<file path="config.mk">
export PLATFORM = sky130hd
export DESIGN_NAME = gpsl_front
export DESIGN_NICKNAME = d
export VERILOG_FILES = /design/src/hw/rtl/gpsl_pkg.sv /design/src/hw/rtl/gpsl_front.sv
export VERILOG_INCLUDE_DIRS = /design/src /design/src/hw/rtl
export SDC_FILE = /design/constraint.sdc
export NUM_CORES = 1
export LEC_CHECK = 0
export ABC_AREA = 1
export BUFFER_PORTS_ARGS = -buffer_cell sky130_fd_sc_hd__clkbuf_2
export CAP_MARGIN = 10
export CORE_MARGIN = 3
export CORE_UTILIZATION = 40
export CTS_BUF_LIST = sky130_fd_sc_hd__clkbuf_4
export CTS_CLUSTER_SIZE = 10
export DETAILED_ROUTE_END_ITERATION = 10
export PLACE_DENSITY = 0.68
export SETUP_SLACK_MARGIN = 0.15
export SLEW_MARGIN = 20
export SYNTH_ARGS = -nofsm -noshare
export SYNTH_HDL_FRONTEND = slang
export SYNTH_SLANG_ARGS = --single-unit
</file>
<file path="constraint.sdc">
create_clock -name clk -period 4.2 [get_ports clk]
set_input_delay 0.84 -clock clk [delete_from_list [all_inputs] [get_ports clk]]
set_output_delay 0.84 -clock clk [all_outputs]
set_load 0.1 [all_outputs]
</file>
<file path="src/hw/rtl/grid_point_splat_linear_falloff_top_macros.svh">
// Assertion macros shared by the RTL.
`ifndef GRID_POINT_SPLAT_LINEAR_FALLOFF_TOP_MACROS_SVH
`define GRID_POINT_SPLAT_LINEAR_FALLOFF_TOP_MACROS_SVH

`ifndef ASSERT_OFF
`define GPSL_ASSERT_CLK(lbl, ck, rn, prop, msg) \
    lbl: assert property (@(posedge ck) disable iff (!rn) prop) else $error(msg);
`define GPSL_ASSERT(lbl, prop, msg) `GPSL_ASSERT_CLK(lbl, clk, rst_n, prop, msg)
`else
`define GPSL_ASSERT_CLK(lbl, ck, rn, prop, msg)
`define GPSL_ASSERT(lbl, prop, msg)
`endif

`endif

</file>
<file path="src/hw/rtl/gpsl_pkg.sv">
`timescale 1ns / 1ps
`default_nettype none

package gpsl_pkg;

    localparam int MAX_X = 16;
    localparam int MAX_Y = 16;
    localparam int MAX_Z = 16;
    localparam int MAX_A = (MAX_X > MAX_Y) ? ((MAX_X > MAX_Z) ? MAX_X : MAX_Z)
                                          : ((MAX_Y > MAX_Z) ? MAX_Y : MAX_Z);
    localparam int CW     = $clog2(MAX_A + 1);
    localparam int DEPTH  = MAX_X * MAX_Y * MAX_Z;
    localparam int AW     = $clog2(DEPTH);

    localparam int NUM_REGS = 5;
    localparam int PADDR_W  = $clog2(4 * NUM_REGS);
    localparam int SCALE_MAX = 1000;

    localparam int QDEPTH = 2;
    localparam int QPW    = $clog2(QDEPTH);

    localparam logic CMD_SPLAT = 1'b0;
    localparam logic CMD_READ  = 1'b1;

    localparam logic [2:0] REG_SIZE_X = 3'd0;
    localparam logic [2:0] REG_SIZE_Y = 3'd1;
    localparam logic [2:0] REG_SIZE_Z = 3'd2;
    localparam logic [2:0] REG_SCALE  = 3'd3;
    localparam logic [2:0] REG_DECAY  = 3'd4;

    localparam logic signed [24:0] CELL_MAX = 25'sd8388607;
    localparam logic [12:0] COUNT_MAX = 13'd8191;

    typedef struct packed {
        logic              cmd;
        logic [15:0]       point_x;
        logic [15:0]       point_y;
        logic [15:0]       point_z;
        logic signed [15:0] activity;
        logic [3:0]        cell_x;
        logic [3:0]        cell_y;
        logic [3:0]        cell_z;
    } in_t;

    typedef struct packed {
        logic signed [23:0] cell_value;
        logic [12:0]        cells_updated;
        logic               saturated;
        logic               not_found;
    } out_t;

    typedef struct packed {
        logic [CW-1:0] sx;
        logic [CW-1:0] sy;
        logic [CW-1:0] sz;
        logic [9:0]    scale;
        logic [15:0]   decay;
    } cfg_t;

    typedef struct packed {
        in_t  item;
        logic oob;
    } entry_t;

    typedef struct packed {
        logic   valid;
        entry_t entry;
    } head_t;

    function automatic logic [AW-1:0] cell_addr(input logic [CW-1:0] x,
                                                 input logic [CW-1:0] y,
                                                 input logic [CW-1:0] z);
        logic [AW+CW-1:0] t;
        t = (AW+CW)'(x) * (AW+CW)'(MAX_Y) + (AW+CW)'(y);
        t = t * (AW+CW)'(MAX_Z) + (AW+CW)'(z);
        return t[AW-1:0];
    endfunction

endpackage

`default_nettype wire

</file>
<file path="src/hw/rtl/gpsl_front.sv">
`timescale 1ns / 1ps
`default_nettype none

module gpsl_front (
    input  logic            clk,
    input  logic            rst_n,
    input  logic            start,
    input  gpsl_pkg::in_t   item,
    input  gpsl_pkg::cfg_t  cfg,
    input  logic            clearing,
    input  logic            pop,
    output logic            busy,
    output gpsl_pkg::head_t head
);

    gpsl_pkg::entry_t          q_reg [gpsl_pkg::QDEPTH];
    logic [gpsl_pkg::QPW-1:0]  wr_ptr_reg;
    logic [gpsl_pkg::QPW-1:0]  rd_ptr_reg;
    logic [gpsl_pkg::QPW:0]    cnt_reg;
    logic                      push;
    logic                      full;
    logic                      oob;

    assign full = cnt_reg == (gpsl_pkg::QPW+1)'(gpsl_pkg::QDEPTH);
    assign busy = full || clearing;
    assign push = start && !busy;

    assign oob = ((gpsl_pkg::CW+4)'(item.cell_x) >= (gpsl_pkg::CW+4)'(cfg.sx))
              || ((gpsl_pkg::CW+4)'(item.cell_y) >= (gpsl_pkg::CW+4)'(cfg.sy))
              || ((gpsl_pkg::CW+4)'(item.cell_z) >= (gpsl_pkg::CW+4)'(cfg.sz));

    always_ff @(posedge clk or negedge rst_n)
    begin
        if (!rst_n)
        begin
            wr_ptr_reg <= '0;
            rd_ptr_reg <= '0;
            cnt_reg    <= '0;
        end
        else
        begin
            if (push)
            begin
                wr_ptr_reg <= (wr_ptr_reg == gpsl_pkg::QPW'(gpsl_pkg::QDEPTH - 1))
                              ? '0 : wr_ptr_reg + 1'b1;
            end
            if (pop)
            begin
                rd_ptr_reg <= (rd_ptr_reg == gpsl_pkg::QPW'(gpsl_pkg::QDEPTH - 1))
                              ? '0 : rd_ptr_reg + 1'b1;
            end
            if (push && !pop)
            begin
                cnt_reg <= cnt_reg + 1'b1;
            end
            else if (pop && !push)
            begin
                cnt_reg <= cnt_reg - 1'b1;
            end
        end
    end

    always_ff @(posedge clk)
    begin
        if (push)
        begin
            q_reg[wr_ptr_reg] <= '{item: item, oob: oob};
        end
    end

    assign head.valid = cnt_reg != '0;
    assign head.entry = q_reg[rd_ptr_reg];

`include "grid_point_splat_linear_falloff_top_macros.svh"

    `GPSL_ASSERT(a_cnt_bound, cnt_reg <= (gpsl_pkg::QPW+1)'(gpsl_pkg::QDEPTH), "queue overrun")
    `GPSL_ASSERT(a_pop_empty, pop |=> (cnt_reg != '0) || !$past(cnt_reg == '0), "pop on empty")
    `GPSL_ASSERT(a_busy_clear, clearing |-> busy, "busy low during clear")

endmodule

`default_nettype wire

</file>
==> metrics.md, run 1 <==
| Metric | Value |
|---|---|
| Status | `finished clean` |
| Least-Margin Pin Slew | `0.588 ns` |
| Post-CTS setup buffer count | `0` |
| GRT Util Overall | `0.130` |
| Total Wirelength | `11100 µm` |
| Syn Nets | `471` |
| Commonest non-fill, non-tap cell in the layout | `clkbuf_2` |
| Max reg flops | `156` |
| Clock-pin slew on the worst setup and hold paths | `0.12 ns` |
| Simple-gate area share of the yosys netlist | `0.0235` |
| Final hold violations | `0` |
| CTS Buf Count | `17` |
| Wire length per cell | `15.3 µm` |
| Drc violations | `0` |
| Sequential element share of the synthesized area | `0.767` |
| MaxCap Viol Count | `0` |
| Maximum root-to-sink buffer count | `2` |
| Max frequency | `304 MHz` |
| Crit path DAT | `2.45 ns` |
| Final worst-path setup slack | `0.909 ns` |
| 1st-pass router iterations | `5` |
| Share of post-route cells with drive strength above 1 | `0.541` |
| Post-synthesis area per instance | `18.6 µm²` |
| Flop2flop setup slack | `2.39 ns` |
| Post-Route Setup TNS | `0 ns` |
| CTS tree | `done` |
| Synth Area in XOR/XNOR | `0.00562` |
| RSZ-0062 raised after global routing | `no` |
| Global-route wire length before repair | `16700 µm` |
| Post-Synthesis Cells | `335` |
| Hold_ws | `0.114 ns` |
| Min cycle time layout | `3.29 ns` |
| First DRT Iteration DRCs | `209` |
| Most frequent cells in the layout | `clkbuf_2, edfxtp_1, mux2_2, inv_1` |
| Hpwl dp | `7380 µm` |
| Worst-Skew Late Latency | `0.51 ns` |
| Post-CTS Hold Buffers | `0` |
| I/O pin count | `203` |
| Row count | `45` |
| Kind of end point of the critical path | `output pin` |
| H-tree levels | `4` |
| Mux share of post-synthesis cell area | `0.147` |
| Setup violations, final | `0` |
| FF+latch count, synth | `160` |
| Critical path type | `register to output pin` |
| Die X | `131 µm` |
| CP Launch Type | `register` |
| Yosys warnings | `0` |
| Initial antenna violation count | `1` |
| Vias in the first global route | `3378` |
| Final #Nets | `660` |
| DRT antenna net count | `0` |
| Clock sinks | `160` |
| Initial Util | `0.410` |
| WP data required | `3.36 ns` |
| Post-Synth Adder-Cell Area | `0.0261` |
| Die H | `131 µm` |
| Compound-Gate Fraction of Synth Area | `0.00161` |
| Vias post-DR | `3371` |
| Place WS | `1.43 ns` |
| Root Buffer | `clkbuf_4` |
| Worst Skew | `0.0206 ns` |
| Port Buf Inserts | `176` |
| Min-Delay Path Class | `input pin to async pin` |
| CP Launch Point | `rd_ptr_reg` |
| Remaining Overflow, GRT | `0` |
| Util after Layout | `0.502` |
| Total die area | `17100 µm²` |
| Rel. slew slack | `0.610` |
| # resized after CTS | `0` |
| Vias per cell | `4.65` |
| Final GP Congestion | `0.719` |
| Area growth from synthesis to layout | `22.5%` |
| Core area | `15200 µm²` |
| Final cycle utilization of the critical path | `0.784` |
| CP max FO | `41` |
| Synthesized area | `6230 µm²` |
| Max Slew Vio Count | `0` |
| FF-to-FF End | `q_reg[0][64]` |
| Largest family of logic cells by synthesized area | `multiplexers` |
| Largest net degree at the start of global routing | `79` |
| Yosys cell types | `15` |
| R2R cell count | `5` |
| RR Startpoint | `cnt_reg[0]` |
-- layout make-up --
cell class | instances | area (µm²)
sequential | 160 | 4790
fill | 1301 | 7560
inverter | 31 | 116
tap | 188 | 235
clock inverter | 10 | 111
multi-input combinational | 135 | 1280
clock buffer | 21 | 158
timing repair buffer | 179 | 941
antenna | 1 | 2.50
-- synthesized netlist by cell type, drive strengths merged --
library cell,number,area share
nand3,3,0.0024
nor2,14,0.0084
xor2,3,0.0042
dfrtp,4,0.016
xnor2,1,0.0014
ha,13,0.026
nand2,21,0.013
o21ai,1,0.00080
inv,31,0.019
a21oi,1,0.00080
buf,9,0.010
mux2,78,0.15
edfxtp,156,0.75
-- kinds of logic after synthesis --
| family | count (synthesis) |
|---|---|
| xor gates and xnor gates | 4 |
| and+or+nand+nor | 38 |
| buffers and inverters | 40 |
| muxes | 78 |
| AOI/OAI and AO/OA | 2 |
| adders and majority gates | 13 |
| DFF | 160 |
-- worst max-delay path, stage by stage, from the launching register on --
cell and delay [ns]:
dfrtp_4 0.79, buf_12 0.33, mux2_2 0.37, clkbuf_2 0.39
-- routing by layer --
metal / track usage / routed length [µm]
met2: 0.227 / 5740
met5: 0 / 0
met1: 0.144 / 4550
met4: 0.0454 / 88
met3: 0.0528 / 714
-- metrics by stage --
| step | std cells | instance area, µm² |
|---|---|---|
| 6_report | 725 | 7640 |
| 5_1_grt | 725 | 7640 |
| 4_1_cts | 724 | 7630 |
| 3_5_place_dp | 693 | 7370 |
| 3_3_place_gp | 693 | 7370 |
| 2_1_floorplan | 335 | 6230 |
-- worst max-delay path by stage --
stage | depth (start not counted) | endpoint
finish | 3 | head[77]
detailed placement | 3 | head[77]
floorplan | 3 | q_reg[0][0]
CTS | 3 | head[77]
global placement | 3 | head[77]
global route | 3 | head[77]
Power of run 1 is left out: the tool's default activity adds up to more than one toggle a clock period on the data nets, which glitch-free logic cannot reach.
==> run 2: changes to the inputs <==
--- a/config.mk
+++ b/config.mk
@@ -14,7 +14,7 @@
 export CTS_BUF_LIST = sky130_fd_sc_hd__clkbuf_4
 export CTS_CLUSTER_SIZE = 10
 export DETAILED_ROUTE_END_ITERATION = 10
-export PLACE_DENSITY = 0.68
+export PLACE_DENSITY = 0.65
 export SETUP_SLACK_MARGIN = 0.15
 export SLEW_MARGIN = 20
 export SYNTH_ARGS = -nofsm -noshare
==> constraint.sdc (replaced) <==
create_clock -name clk -period 3.4 [get_ports clk]
set_input_delay 0.68 -clock clk [delete_from_list [all_inputs] [get_ports clk]]
set_output_delay 0.68 -clock clk [all_outputs]
set_load 0.1 [all_outputs]
==> metrics.md, run 2 (synthesis gave the netlist of run 1 again) <==
| Metric | Value |
|---|---|
| Initial antenna violation count | `0 (was 1)` |
| Max Slew Vio Count | `0 (unchanged)` |
| Max frequency | `350 MHz` |
| Commonest non-fill, non-tap cell in the layout | `clkbuf_2 (unchanged)` |
| Core area | `15200 µm² (unchanged)` |
| Final hold violations | `0 (unchanged)` |
| Remaining Overflow, GRT | `0 (unchanged)` |
| Global-route wire length before repair | `16600 µm (was 16700 µm)` |
| Drc violations | `0 (unchanged)` |
| First DRT Iteration DRCs | `141 (was 209)` |
| Clock sinks | `160 (unchanged)` |
| RSZ-0062 raised after global routing | `no (unchanged)` |
| Area growth from synthesis to layout | `23.1% (was 22.5%)` |
| Register area | `4790 µm² (unchanged)` |
| GRT Util Overall | `0.129 (was 0.130)` |
| CTS tree | `done (unchanged)` |
| Share of post-route cells with drive strength above 1 | `0.540 (was 0.541)` |
| Max stage delay on crit path | `0.45 ns (was 0.79 ns)` |
| Die X | `131 µm (unchanged)` |
| Rel. slew slack | `0.555 (was 0.610)` |
| Final cycle utilization of the critical path | `0.840` |
| CTS Buf Count | `17 (unchanged)` |
| WP data required | `2.72 ns (was 3.36 ns)` |
| Flop2flop setup slack | `1.50 ns (was 2.39 ns)` |
| FILL cells | `1308 (was 1301)` |
| Setup violations, final | `0 (unchanged)` |
| Critical path, cell by cell | `buf_4 > mux2_2 > clkbuf_2 (was buf_12 > mux2_2 > clkbuf_2)` |
| Vias post-DR | `3370 (was 3371)` |
| Hpwl dp | `7760 µm (was 7380 µm)` |
| Global route hottest layer | `met2 (unchanged)` |
| FF-to-FF End | `q_reg[0][51] (was q_reg[0][64])` |
| Port Buf Inserts | `176 (unchanged)` |
| MaxCap Viol Count | `0 (unchanged)` |
| Total Wirelength | `11300 µm (was 11100 µm)` |
| Max reg flops | `156 (unchanged)` |
| Worst path slowest cell | `dfrtp_4 (unchanged)` |
| ANT cells | `0 (was 1)` |
| Vias per cell | `4.62 (was 4.65)` |
| Footprint of the multi-input gates | `1280 µm² (unchanged)` |
| Clock-pin slew on the worst setup and hold paths | `0.13 ns (was 0.12 ns)` |
| 1st-pass router iterations | `5 (unchanged)` |
| Die H | `131 µm (unchanged)` |
| Min-Delay Path Class | `input pin to register (was input pin to async pin)` |
| CP Launch Type | `register (unchanged)` |
| Global-route met2 utilization | `0.219 (was 0.227)` |
| Most frequent cells in the layout | `clkbuf_2, edfxtp_1, mux2_2, inv_1, nand2_1 (was clkbuf_2, edfxtp_1, mux2_2, inv_1)` |
| I/O pin count | `203 (unchanged)` |
| Initial Util | `0.410 (unchanged)` |
| Crit path DAT | `2.18 ns (was 2.45 ns)` |
| R2R cell count | `5 (unchanged)` |
| Largest net degree at the start of global routing | `50 (was 79)` |
| Total die area | `17100 µm² (unchanged)` |
| RR Startpoint | `cnt_reg[0] (unchanged)` |
| Root Buffer | `clkbuf_4 (unchanged)` |
| CP Launch Point | `rd_ptr_reg (unchanged)` |
| DRT antenna net count | `0 (unchanged)` |
| Wire length per cell | `15.5 µm (was 15.3 µm)` |
| Final #Nets | `664 (was 660)` |
| Post-Route Setup TNS | `0 ns (unchanged)` |
| Met3 Use GR | `0.0541 (was 0.0528)` |
| Met1 usage | `0.150 (was 0.144)` |
| Status | `finished clean (unchanged)` |
| Row count | `45 (unchanged)` |
| Vias in the first global route | `3389 (was 3378)` |
| Critical path type | `register to output pin (unchanged)` |
| Worst-Skew Late Latency | `0.53 ns (was 0.51 ns)` |
| Worst Skew | `0.0214 ns (was 0.0206 ns)` |
| CP Capture Point | `head[0] (was head[77])` |
| CP max FO | `30 (was 41)` |
| Kind of end point of the critical path | `output pin (unchanged)` |
| Min cycle time layout | `2.86 ns` |
| H-tree levels | `4 (unchanged)` |
| Maximum root-to-sink buffer count | `2 (unchanged)` |
| Least-Margin Pin Slew | `0.667 ns (was 0.588 ns)` |
| Final GP Congestion | `0.703 (was 0.719)` |
==> run 2: changes by cell type in the layout (fill, tap and decap cells not counted) <==
cell | previous run | this run
clkbuf_4 | 21 | 18
diode_2 | 1 | 0
clkinv_1 | 1 | 3
clkinvlp_4 | 2 | 3
buf_12 | 3 | 1
bufinv_16 | 2 | 3
buf_4 | 0 | 5
clkinv_2 | 3 | 1
clkinv_4 | 0 | 2
dlygate4sd3_1 | 0 | 1
==> run 2: metrics by stage <==
step           setup WS [ns]  cell area, µm²   util  cells  hold slack, ns
3_3_place_gp            1.10            7360  0.484    696           0.462
2_1_floorplan         0.0186            6240      -    335           0.384
3_5_place_dp            1.09            7360  0.484    696           0.473
6_report               0.544            7670  0.505    729           0.333
4_1_cts                0.437            7670  0.505    729           0.242
5_1_grt                0.376            7670  0.505    729           0.229
==> run 2: worst max-delay path: cells and delay by family (launching register included) <==
kind	cells	cell delay [ns]
buf+inv	2	0.77
flops	1	0.45
mux	1	0.40
==> run 2: worst min-delay path by stage <==
stage,startpoint,to,slack (ns),cells after the start
4_1_cts,item[66],q_reg[1][67],0.24,1
3_3_place_gp,cnt_reg[0],cnt_reg[0],0.46,1
2_1_floorplan,rst_n,cnt_reg[0],0.38,0
5_1_grt,item[58],q_reg[1][59],0.23,1
6_report,pop,rd_ptr_reg,0.33,2
3_5_place_dp,cnt_reg[0],cnt_reg[0],0.47,1
==> run 2: layer usage <==
layer  routed length, µm  share of wire  vias up
met2                5760           0.51      114
met3                 899          0.079        4
met4                  42         0.0037        0
li1                    -              -     1632
met5                   0              0        -
met1                4630           0.41     1620
==> run 2: final cells by class <==
| class | count | area share |
|---|---|---|
| flip-flops and latches | 160 | 0.624 |
| clock buffers | 18 | 0.0176 |
| clock inverters | 14 | 0.0214 |
| repair buffers | 183 | 0.124 |
| well taps | 188 | 0.0307 |
| multi-input cells | 135 | 0.167 |
| inverters | 31 | 0.0152 |
==> run 2: repair_timing <==
item	CTS	global route
hold buffers	1	0
gates resized for setup	0	0
setup buffers	0	0
endpoints found under the hold margin	4	0
Power of run 2 is left out for the same reason.
